**config.mk**
```make
export PLATFORM = sky130hd
export DESIGN_NAME = serial_command_line_editor
export DESIGN_NICKNAME = d
export VERILOG_FILES = /design/src/rtl/scle_pkg.sv /design/src/rtl/serial_command_line_editor.sv /design/src/rtl/scle_ram.sv /design/src/rtl/scle_decode.sv /design/src/rtl/scle_rsp.sv
export SDC_FILE = /design/constraint.sdc
export NUM_CORES = 2
export LEC_CHECK = 0
export BUFFER_PORTS_ARGS = -buffer_cell sky130_fd_sc_hd__buf_2
export CORE_MARGIN = 2
export CORE_UTILIZATION = 45
export CTS_CLUSTER_SIZE = 16
export DETAILED_ROUTE_END_ITERATION = 12
export PLACE_DENSITY = 0.66
export SLEW_MARGIN = 5
export SYNTH_ARGS = -nofsm -noshare
export SYNTH_HDL_FRONTEND = slang
export SYNTH_SLANG_ARGS = --single-unit
```
**constraint.sdc**
```tcl
create_clock -name clock -period 12.5 [get_ports clock]
set_input_delay 1.25 -clock clock [delete_from_list [all_inputs] [get_ports clock]]
set_output_delay 1.25 -clock clock [all_outputs]
set_load 0.02 [all_outputs]
```
**src/rtl/scle_pkg.sv**
```systemverilog
// Shared types and constants of the serial command line editor.
// No dependencies; used by every module of the block.
package scle_pkg;

   localparam int LINE_BUF_DEPTH_DEF = 256;

   // Operation codes of an input word.
   localparam logic [1:0] OP_RX    = 2'd0;
   localparam logic [1:0] OP_READ  = 2'd1;
   localparam logic [1:0] OP_CLEAR = 2'd2;

   // Terminal characters.
   localparam logic [7:0] CH_BS    = 8'h08;
   localparam logic [7:0] CH_LF    = 8'h0A;
   localparam logic [7:0] CH_CR    = 8'h0D;
   localparam logic [7:0] CH_ESC   = 8'h1B;
   localparam logic [7:0] CH_SPACE = 8'h20;

   // What the result register is sending.
   typedef enum logic [1:0] {
      RSP_READ,
      RSP_ECHO,
      RSP_ERASE,
      RSP_EOL
   } rsp_kind_type;

   // Handed from the line decoder to the result sequencer.
   typedef struct packed {
      logic         valid;
      rsp_kind_type kind;
      logic [7:0]   ch;
      logic [7:0]   length;
      logic         out_of_range;
   } rsp_load_type;

endpackage

```
**src/rtl/serial_command_line_editor.sv**
```systemverilog
// Top level of the serial command line editor.
// Depends on scle_pkg, scle_ram, scle_decode and scle_rsp.
//
//   Channel   Direction  Handshake             Payload
//   req_      in         req_valid/req_stall   op, rx_char, read_index
//   rsp_      out        rsp_valid/rsp_stall   out_char, echo_valid, line_done,
//                                              line_length, last
//
// An accepted input word loads its results into the result register at the
// next edge; they leave one word per cycle while rsp_stall is low. A word
// with no result sends nothing, any other one word, a line end two (CR, LF)
// and a backspace three (BS, space, BS), all from the single result register.
// Reset is synchronous and clears the character count and the CR flag and
// empties the result register; the line buffer is not cleared. A stall on the
// result side holds the result and stalls the input side once the result
// register has a word that must stay.
module serial_command_line_editor #(
   parameter int LINE_BUF_DEPTH = scle_pkg::LINE_BUF_DEPTH_DEF
) (
   input  logic       clock,
   input  logic       reset,
   input  logic       req_valid,
   output logic       req_stall,
   input  logic [1:0] req_op,
   input  logic [7:0] req_rx_char,
   input  logic [7:0] req_read_index,
   output logic       rsp_valid,
   input  logic       rsp_stall,
   output logic [7:0] rsp_out_char,
   output logic       rsp_echo_valid,
   output logic       rsp_line_done,
   output logic [7:0] rsp_line_length,
   output logic       rsp_last
);

   localparam int ADDR_W = $clog2(LINE_BUF_DEPTH);

   logic                   accept;
   logic                   buf_wr_en;
   logic [ADDR_W-1:0]      buf_wr_addr;
   logic [7:0]             buf_wr_data;
   logic                   buf_rd_en;
   logic [ADDR_W-1:0]      buf_rd_addr;
   logic [7:0]             buf_rd_data;
   scle_pkg::rsp_load_type load;

   // A word is taken whenever the result register can make room for it.
   assign accept = req_valid && !req_stall;

   // Decoder: updates the count and CR flag and drives buffer accesses in
   // the cycle the word is accepted.
   scle_decode #(
      .LINE_BUF_DEPTH(LINE_BUF_DEPTH)
   ) u_decode (
      .clock         (clock),
      .reset         (reset),
      .accept        (accept),
      .req_op        (req_op),
      .req_rx_char   (req_rx_char),
      .req_read_index(req_read_index),
      .buf_wr_en     (buf_wr_en),
      .buf_wr_addr   (buf_wr_addr),
      .buf_wr_data   (buf_wr_data),
      .buf_rd_en     (buf_rd_en),
      .buf_rd_addr   (buf_rd_addr),
      .load          (load)
   );

   // Line buffer. Its read data register only changes when a read word is
   // accepted, so it holds steady while that read result waits.
   scle_ram #(
      .WIDTH(8),
      .DEPTH(LINE_BUF_DEPTH)
   ) u_line_buf (
      .clock  (clock),
      .wr_en  (buf_wr_en),
      .wr_addr(buf_wr_addr),
      .wr_data(buf_wr_data),
      .rd_en  (buf_rd_en),
      .rd_addr(buf_rd_addr),
      .rd_data(buf_rd_data)
   );

   // Result register and word sequencer for echo, erase and line end.
   scle_rsp u_rsp (
      .clock          (clock),
      .reset          (reset),
      .accept         (accept),
      .load           (load),
      .buf_rd_data    (buf_rd_data),
      .req_stall      (req_stall),
      .rsp_valid      (rsp_valid),
      .rsp_stall      (rsp_stall),
      .rsp_out_char   (rsp_out_char),
      .rsp_echo_valid (rsp_echo_valid),
      .rsp_line_done  (rsp_line_done),
      .rsp_line_length(rsp_line_length),
      .rsp_last       (rsp_last)
   );

endmodule

```
**src/rtl/scle_ram.sv**
```systemverilog
// Generic single-write, single-read RAM with a registered read port.
// Depends on scle_pkg for the default depth.
module scle_ram #(
   parameter int WIDTH = 8,
   parameter int DEPTH = scle_pkg::LINE_BUF_DEPTH_DEF
) (
   input  logic                     clock,
   input  logic                     wr_en,
   input  logic [$clog2(DEPTH)-1:0] wr_addr,
   input  logic [WIDTH-1:0]         wr_data,
   input  logic                     rd_en,
   input  logic [$clog2(DEPTH)-1:0] rd_addr,
   output logic [WIDTH-1:0]         rd_data
);

   logic [WIDTH-1:0] mem_ff [DEPTH];
   logic [WIDTH-1:0] rd_data_ff;

   always_ff @(posedge clock) begin
      if (wr_en) begin
         mem_ff[wr_addr] <= wr_data;
      end
      if (rd_en) begin
         rd_data_ff <= mem_ff[rd_addr];
      end
   end

   assign rd_data = rd_data_ff;

endmodule

```
**src/rtl/scle_decode.sv**
```systemverilog
// Line state of the editor: character count, CR flag and buffer accesses.
// Depends on scle_pkg.
module scle_decode #(
   parameter int LINE_BUF_DEPTH = scle_pkg::LINE_BUF_DEPTH_DEF
) (
   input  logic                              clock,
   input  logic                              reset,
   input  logic                              accept,
   input  logic [1:0]                        req_op,
   input  logic [7:0]                        req_rx_char,
   input  logic [7:0]                        req_read_index,
   output logic                              buf_wr_en,
   output logic [$clog2(LINE_BUF_DEPTH)-1:0] buf_wr_addr,
   output logic [7:0]                        buf_wr_data,
   output logic                              buf_rd_en,
   output logic [$clog2(LINE_BUF_DEPTH)-1:0] buf_rd_addr,
   output scle_pkg::rsp_load_type            load
);

   localparam int CNT_W = $clog2(LINE_BUF_DEPTH);
   localparam int LEN_W = (CNT_W > 8) ? CNT_W : 8;
   localparam int CMP_W = (CNT_W + 1 > 8) ? CNT_W + 1 : 8;

   logic [CNT_W-1:0] count_ff, count_in;
   logic             cr_seen_ff, cr_seen_in;
   logic [CMP_W-1:0] index_ext;
   logic [LEN_W-1:0] length_ext;
   logic             line_full;

   assign index_ext  = CMP_W'(req_read_index);
   assign line_full  = (count_ff == CNT_W'(LINE_BUF_DEPTH - 1));
   assign length_ext = LEN_W'(count_in);

   always_comb begin
      count_in          = count_ff;
      cr_seen_in        = cr_seen_ff;
      buf_wr_en         = 1'b0;
      buf_wr_addr       = count_ff;
      buf_wr_data       = req_rx_char;
      buf_rd_en         = 1'b0;
      buf_rd_addr       = index_ext[CNT_W-1:0];
      load.valid        = 1'b0;
      load.kind         = scle_pkg::RSP_ECHO;
      load.ch           = req_rx_char;
      load.out_of_range = (index_ext >= CMP_W'(LINE_BUF_DEPTH));
      if (accept) begin
         unique case (req_op)
            scle_pkg::OP_READ: begin
               buf_rd_en  = 1'b1;
               load.valid = 1'b1;
               load.kind  = scle_pkg::RSP_READ;
            end
            scle_pkg::OP_CLEAR: begin
               count_in = '0;
            end
            scle_pkg::OP_RX: begin
               if (req_rx_char == scle_pkg::CH_BS) begin
                  // Backspace on an empty line does nothing at all.
                  if (count_ff != '0) begin
                     count_in   = count_ff - CNT_W'(1);
                     load.valid = 1'b1;
                     load.kind  = scle_pkg::RSP_ERASE;
                  end
               end else if (req_rx_char == scle_pkg::CH_LF && cr_seen_ff) begin
                  cr_seen_in = 1'b0;
               end else if (req_rx_char == scle_pkg::CH_CR ||
                            req_rx_char == scle_pkg::CH_LF ||
                            req_rx_char == scle_pkg::CH_ESC) begin
                  if (req_rx_char == scle_pkg::CH_CR) begin
                     cr_seen_in = 1'b1;
                  end
                  buf_wr_en   = 1'b1;
                  buf_wr_data = '0;
                  load.valid  = 1'b1;
                  load.kind   = scle_pkg::RSP_EOL;
               end else if (!line_full) begin
                  buf_wr_en  = 1'b1;
                  count_in   = count_ff + CNT_W'(1);
                  load.valid = 1'b1;
                  load.kind  = scle_pkg::RSP_ECHO;
               end
            end
            default: begin
            end
         endcase
      end
      load.length = length_ext[7:0];
   end

   always_ff @(posedge clock) begin
      if (reset) begin
         count_ff   <= '0;
         cr_seen_ff <= 1'b0;
      end else begin
         count_ff   <= count_in;
         cr_seen_ff <= cr_seen_in;
      end
   end

endmodule

```
**src/rtl/scle_rsp.sv**
```systemverilog
// Result register of the editor: sends the one to three words of an item.
// Depends on scle_pkg.
module scle_rsp (
   input  logic                   clock,
   input  logic                   reset,
   input  logic                   accept,
   input  scle_pkg::rsp_load_type load,
   input  logic [7:0]             buf_rd_data,
   output logic                   req_stall,
   output logic                   rsp_valid,
   input  logic                   rsp_stall,
   output logic [7:0]             rsp_out_char,
   output logic                   rsp_echo_valid,
   output logic                   rsp_line_done,
   output logic [7:0]             rsp_line_length,
   output logic                   rsp_last
);

   logic                   valid_ff, valid_in;
   logic [1:0]             step_ff, step_in;
   scle_pkg::rsp_kind_type kind_ff, kind_in;
   logic [7:0]             char_ff, char_in;
   logic [7:0]             length_ff, length_in;
   logic                   oor_ff, oor_in;
   logic                   last_word;
   logic                   take;

   always_comb begin
      rsp_out_char  = char_ff;
      last_word     = 1'b1;
      rsp_line_done = 1'b0;
      unique case (kind_ff)
         scle_pkg::RSP_READ: begin
            rsp_out_char = oor_ff ? '0 : buf_rd_data;
         end
         scle_pkg::RSP_ECHO: begin
            rsp_out_char = char_ff;
         end
         scle_pkg::RSP_ERASE: begin
            rsp_out_char = (step_ff == 2'd1) ? scle_pkg::CH_SPACE : scle_pkg::CH_BS;
            last_word    = (step_ff == 2'd2);
         end
         scle_pkg::RSP_EOL: begin
            rsp_out_char  = (step_ff == 2'd0) ? scle_pkg::CH_CR : scle_pkg::CH_LF;
            last_word     = (step_ff == 2'd1);
            rsp_line_done = (step_ff == 2'd1);
         end
         default: begin
         end
      endcase
   end

   assign take      = valid_ff && !rsp_stall;
   // A new word may enter when the register is empty or its final word leaves now.
   assign req_stall = valid_ff && !(take && last_word);

   always_comb begin
      valid_in  = valid_ff;
      step_in   = step_ff;
      kind_in   = kind_ff;
      char_in   = char_ff;
      length_in = length_ff;
      oor_in    = oor_ff;
      if (accept) begin
         valid_in  = load.valid;
         step_in   = '0;
         kind_in   = load.kind;
         char_in   = load.ch;
         length_in = load.length;
         oor_in    = load.out_of_range;
      end else if (take) begin
         if (last_word) begin
            valid_in = 1'b0;
         end else begin
            step_in = step_ff + 2'd1;
         end
      end
   end

   always_ff @(posedge clock) begin
      if (reset) begin
         valid_ff <= 1'b0;
         step_ff  <= '0;
      end else begin
         valid_ff <= valid_in;
         step_ff  <= step_in;
      end
      kind_ff   <= kind_in;
      char_ff   <= char_in;
      length_ff <= length_in;
      oor_ff    <= oor_in;
   end

   assign rsp_valid       = valid_ff;
   assign rsp_echo_valid  = (kind_ff != scle_pkg::RSP_READ);
   assign rsp_line_length = length_ff;
   assign rsp_last        = last_word;

endmodule

```
==> flow_metrics.py <==
metrics = {
    "cts": {
        "ctsHtreeMaxLevel": 4,
        "cts.clk_slew.worst_paths_ns": 0.06,
        "cts-hold-fix-buffers": 0,
        "cts_buffer_depth": 3,
        "tritoncts.num_buffers": 197,
        "cts_tree": "done",
        "clkLatencyLatePin_ns": 0.83,
        "cts.root.buffer_cell": "sky130_fd_sc_hd__clkbuf_16",
        "clock_sink_count": 2086,
        "post-cts-setup-buffer-count": 0,
        "cts_resized": 0,
    },
    "detailed_routing": {
        "drtPass1Iterations": 6,
        "via_to_cell_ratio": 6.14,
        "detail-route-antenna-nets": 0,
        "routed-via-count": 40500,
        "drt_wl_total_microns": 195000,
        "route.detailed.wl_per_inst_microns": 29.6,
        "drt_iter0_drc": 4984,
        "remaining_drc_errors": 0,
    },
    "yosys": {
        "synth_cell_types": 72,
        "synth_mux_area_share_pct": 14.1,
        "synth_fp_nets": 4021,
        "synth_edf_count": 2074,
        "synth-simple-area-share_pct": 3.16,
        "synth_most_common_cell": "sky130_fd_sc_hd__edfxtp_1",
        "netlist_top_cells_area": "sky130_fd_sc_hd__edfxtp_1 77%, sky130_fd_sc_hd__mux4_2 12%, sky130_fd_sc_hd__mux2i_1 2.0%, sky130_fd_sc_hd__nor2_1 1.4%, sky130_fd_sc_hd__a22oi_1 0.80%",
        "synth.ff_latch_count": 2086,
        "yosysSeqAreaShare_pct": 76.8,
        "synth_area_in_compound_gates_pct": 4.19,
        "synthXorXnorAreaFrac_pct": 0.0323,
        "synth_area_leader_cell": "sky130_fd_sc_hd__edfxtp_1",
        "synthesis.yosys.warnings": 0,
        "avgSynthCellArea_sq_um": 20.4,
        "post-synth-top-area-fraction_pct": 76.5,
        "synth_flop_cell": "sky130_fd_sc_hd__edfxtp_1",
        "synth_commonest_cells": "2,074 x sky130_fd_sc_hd__edfxtp_1, 433 x sky130_fd_sc_hd__mux4_2, 297 x sky130_fd_sc_hd__nor2_1",
        "syn_std_cell_area_sq_mm": 0.0814,
        "synth_cells": 3992,
        "main_combinational_cell_family_by_area_after_synthesis": "multiplexers",
        "synth_adder_area_share_pct": 0.108,
        "synthArstFlopShare_pct": 0,
    },
    "floorplan": {
        "rows": 156,
        "floorplan.die_area_sq_mm": 0.184,
        "core_area_sq_mm": 0.180,
        "chip_height_microns": 429,
        "die_x_microns": 429,
        "io_pins": 43,
        "floorplan.initialDensity_pct": 45.2,
    },
    "sta": {
        "rsz0062_at_grt": "false",
        "slew_headroom_pct": 7.47,
        "timing.final.hold_violations": 0,
        "clock-skew-final_ns": 0.0368,
        "setup_total_negative_slack_ns": 0,
        "slew_viol_final": 0,
        "transition_time_at_the_pin_with_the_least_slew_margin_ns": 1.38,
        "worst_hold_slack_ns": 0.537,
        "max_freq_mhz": 191,
        "min_period_over_period_pct": 41.9,
        "setup_viol": 0,
        "finalCriticalPeriod_ns": 5.24,
    },
    "layout": {
        "area_delta_synth_final_pct": 11.2,
        "final_layout_size_suffix_gt1_share_pct": 20.8,
        "num-nets-final": 4088,
        "multi_input_comb_area_sq_mm": 0.0177,
        "fin_area_sq_mm": 0.0904,
        "seq_area_sq_mm": 0.0625,
        "n_fill_cell": 14200,
    },
    "worst_setup_path": {
        "crit-reg2reg-launch": "u_decode.buf_wr_addr[1]",
        "timing.critical_path.fanout_max": 110,
        "worst_setup_path_startpoint": "req_rx_char[7]",
        "path_class": "in -> reg",
        "worst_setup_path_start_kind": "input port",
        "critical_path.cell_chain": "clkbuf_8 -> or4b_1 -> or4_1 -> nand2_1 -> nor2_1 -> nor2b_4 -> buf_4 -> buf_4",
        "worst_path_most_repeated_cell": "sky130_fd_sc_hd__buf_4",
        "critPathMaxStageDelay_ns": 0.98,
        "endpoint_kind": "register",
        "worst-endpoint-arrival_ns": 5.69,
        "crit_required_ns": 12.95,
        "critical-path-slowest-cell": "sky130_fd_sc_hd__buf_4",
    },
    "hold_path": {
        "timing.hold.worst.start": "u_rsp.step_ff[1]",
        "holdCritPathClass": "reg -> reg",
    },
    "power": {
        "ir_worst_vdd_mv": 0.138,
        "power.sequential.fraction_pct": 54.1,
        "power.share.switching_pct": 21.0,
        "power_per_cell_area_mw_per_mm2": 158,
        "p_int_mw": 11.3,
        "total_switching_power_mw": 2.99,
        "p_clk_share_pct": 41.4,
        "pwr-share-comb_pct": 4.6,
        "total_leakage_power_nw": 27.8,
    },
    "global_routing": {
        "gr-usage-all-layers_pct": 21.1,
        "grt_pass1_wl_microns": 284000,
        "total_congestion_overflow": 0,
        "grt_start_max_net_pins": 119,
        "number_of_antenna_violations_at_the_first_check_in_global_routing": 11,
        "grt_pass1_vias": 40400,
    },
    "run_status": {
        "outcome": "finished, final reports clean",
    },
    "place": {
        "port_buffers": 42,
        "placement.cell_area_sq_mm": 0.0841,
        "dp_wirelength_microns": 115000,
        "place.gp.congestion": 0.837,
    },
    "run": {
        "max_cap_viol_count": 0,
    },
}
-- final cells by class --
class | instances | area share (%)
Timing Repair Buffer | 118 | 0.974
Sequential cell | 2086 | 69.1
Inverter | 12 | 0.0498
Clock inverter | 130 | 1.22
Tap cell | 2370 | 3.28
Antenna cell | 3 | 0.00830
Clock buffer | 237 | 5.78
Multi-Input combinational cell | 1644 | 19.6
-- registers in the layout (all words and copies together), names as in the netlist --
signal / count
u_rsp.rsp_line_length: 8
u_decode.cr_seen_ff: 1
u_rsp.step_ff: 2
u_line_buf.rd_data: 8
u_rsp.rsp_valid: 1
u_rsp.char_ff: 8
u_decode.buf_wr_addr: 8
u_line_buf.mem_ff: 2048
u_rsp.kind_ff: 2
-- path summary, 6_finish.rpt --
| kind | endpoint | slack [ns] | cells past startpoint |
|---|---|---|---|
| setup reg to reg | u_line_buf.mem_ff[213][3] | 7.69 | 9 |
| setup / recovery | u_line_buf.mem_ff[107][3] | 7.26 | 8 |
| hold reg to reg | u_rsp.step_ff[1] | 0.54 | 2 |
| hold / removal | u_rsp.step_ff[1] | 0.54 | 2 |
-- logic make-up after synthesis --
| kind of cell | Yosys count |
|---|---|
| and+or+nand+nor | 544 |
| buffers and inverters | 262 |
| AOI/OAI and AO/OA | 485 |
| xor gates and xnor gates | 3 |
| adders and majority gates | 7 |
| muxes | 605 |
| DFF | 2086 |
-- per-layer routing --
metal	part of all wire (%)	wire [microns]	track usage (%)
met1	41	79300	29.8
met5	0	0	0
met2	49	95100	34.0
met4	2.6	5090	5.91
met3	8.1	15900	3.59
-- power by group through the flow --
stage	logic (mW)	clock network (mW)	registers [mW]
6_report	0.651	5.90	7.70
4_1_cts	0.654	5.95	7.70
2_1_floorplan	0.409	0	7.88
3_3_place_gp	0.642	0	7.85
3_5_place_dp	0.653	0	7.85
5_1_grt	0.687	6.24	7.70
-- worst max-delay path: cells and delay by family --
family | cells | cell delay (ns)
and+or+nand+nor | 5 | 2.27
buffers and inverters | 3 | 2.05
-- metrics by stage --
step	setup slack (ns)	power [mW]	cells	util [%]
after floorplan	2.14	8.29	3992	-
after global placement	6.50	8.49	6230	46.7
after detailed placement	6.31	8.51	6230	46.7
after CTS	7.19	14.3	6597	50.2
after global routing	6.96	14.6	6598	50.2
final	7.26	14.2	6600	50.2
-- layout by cell type, fill, tap and decap left out, types with 38 or more instances in the layout --
cell	instances
sky130_fd_sc_hd__edfxtp_1	2074
sky130_fd_sc_hd__a21oi_1	94
sky130_fd_sc_hd__a22o_1	39
sky130_fd_sc_hd__clkinv_1	64
sky130_fd_sc_hd__o22ai_1	43
sky130_fd_sc_hd__a22oi_1	87
sky130_fd_sc_hd__buf_4	73
sky130_fd_sc_hd__nand2_1	45
sky130_fd_sc_hd__mux2i_1	164
sky130_fd_sc_hd__nor2_1	294
sky130_fd_sc_hd__clkbuf_16	204
sky130_fd_sc_hd__mux4_2	433
sky130_fd_sc_hd__o221ai_1	46
sky130_fd_sc_hd__a211oi_1	38
sky130_fd_sc_hd__o21ai_0	48
Note: power is estimated with default switching activity, not from simulation.
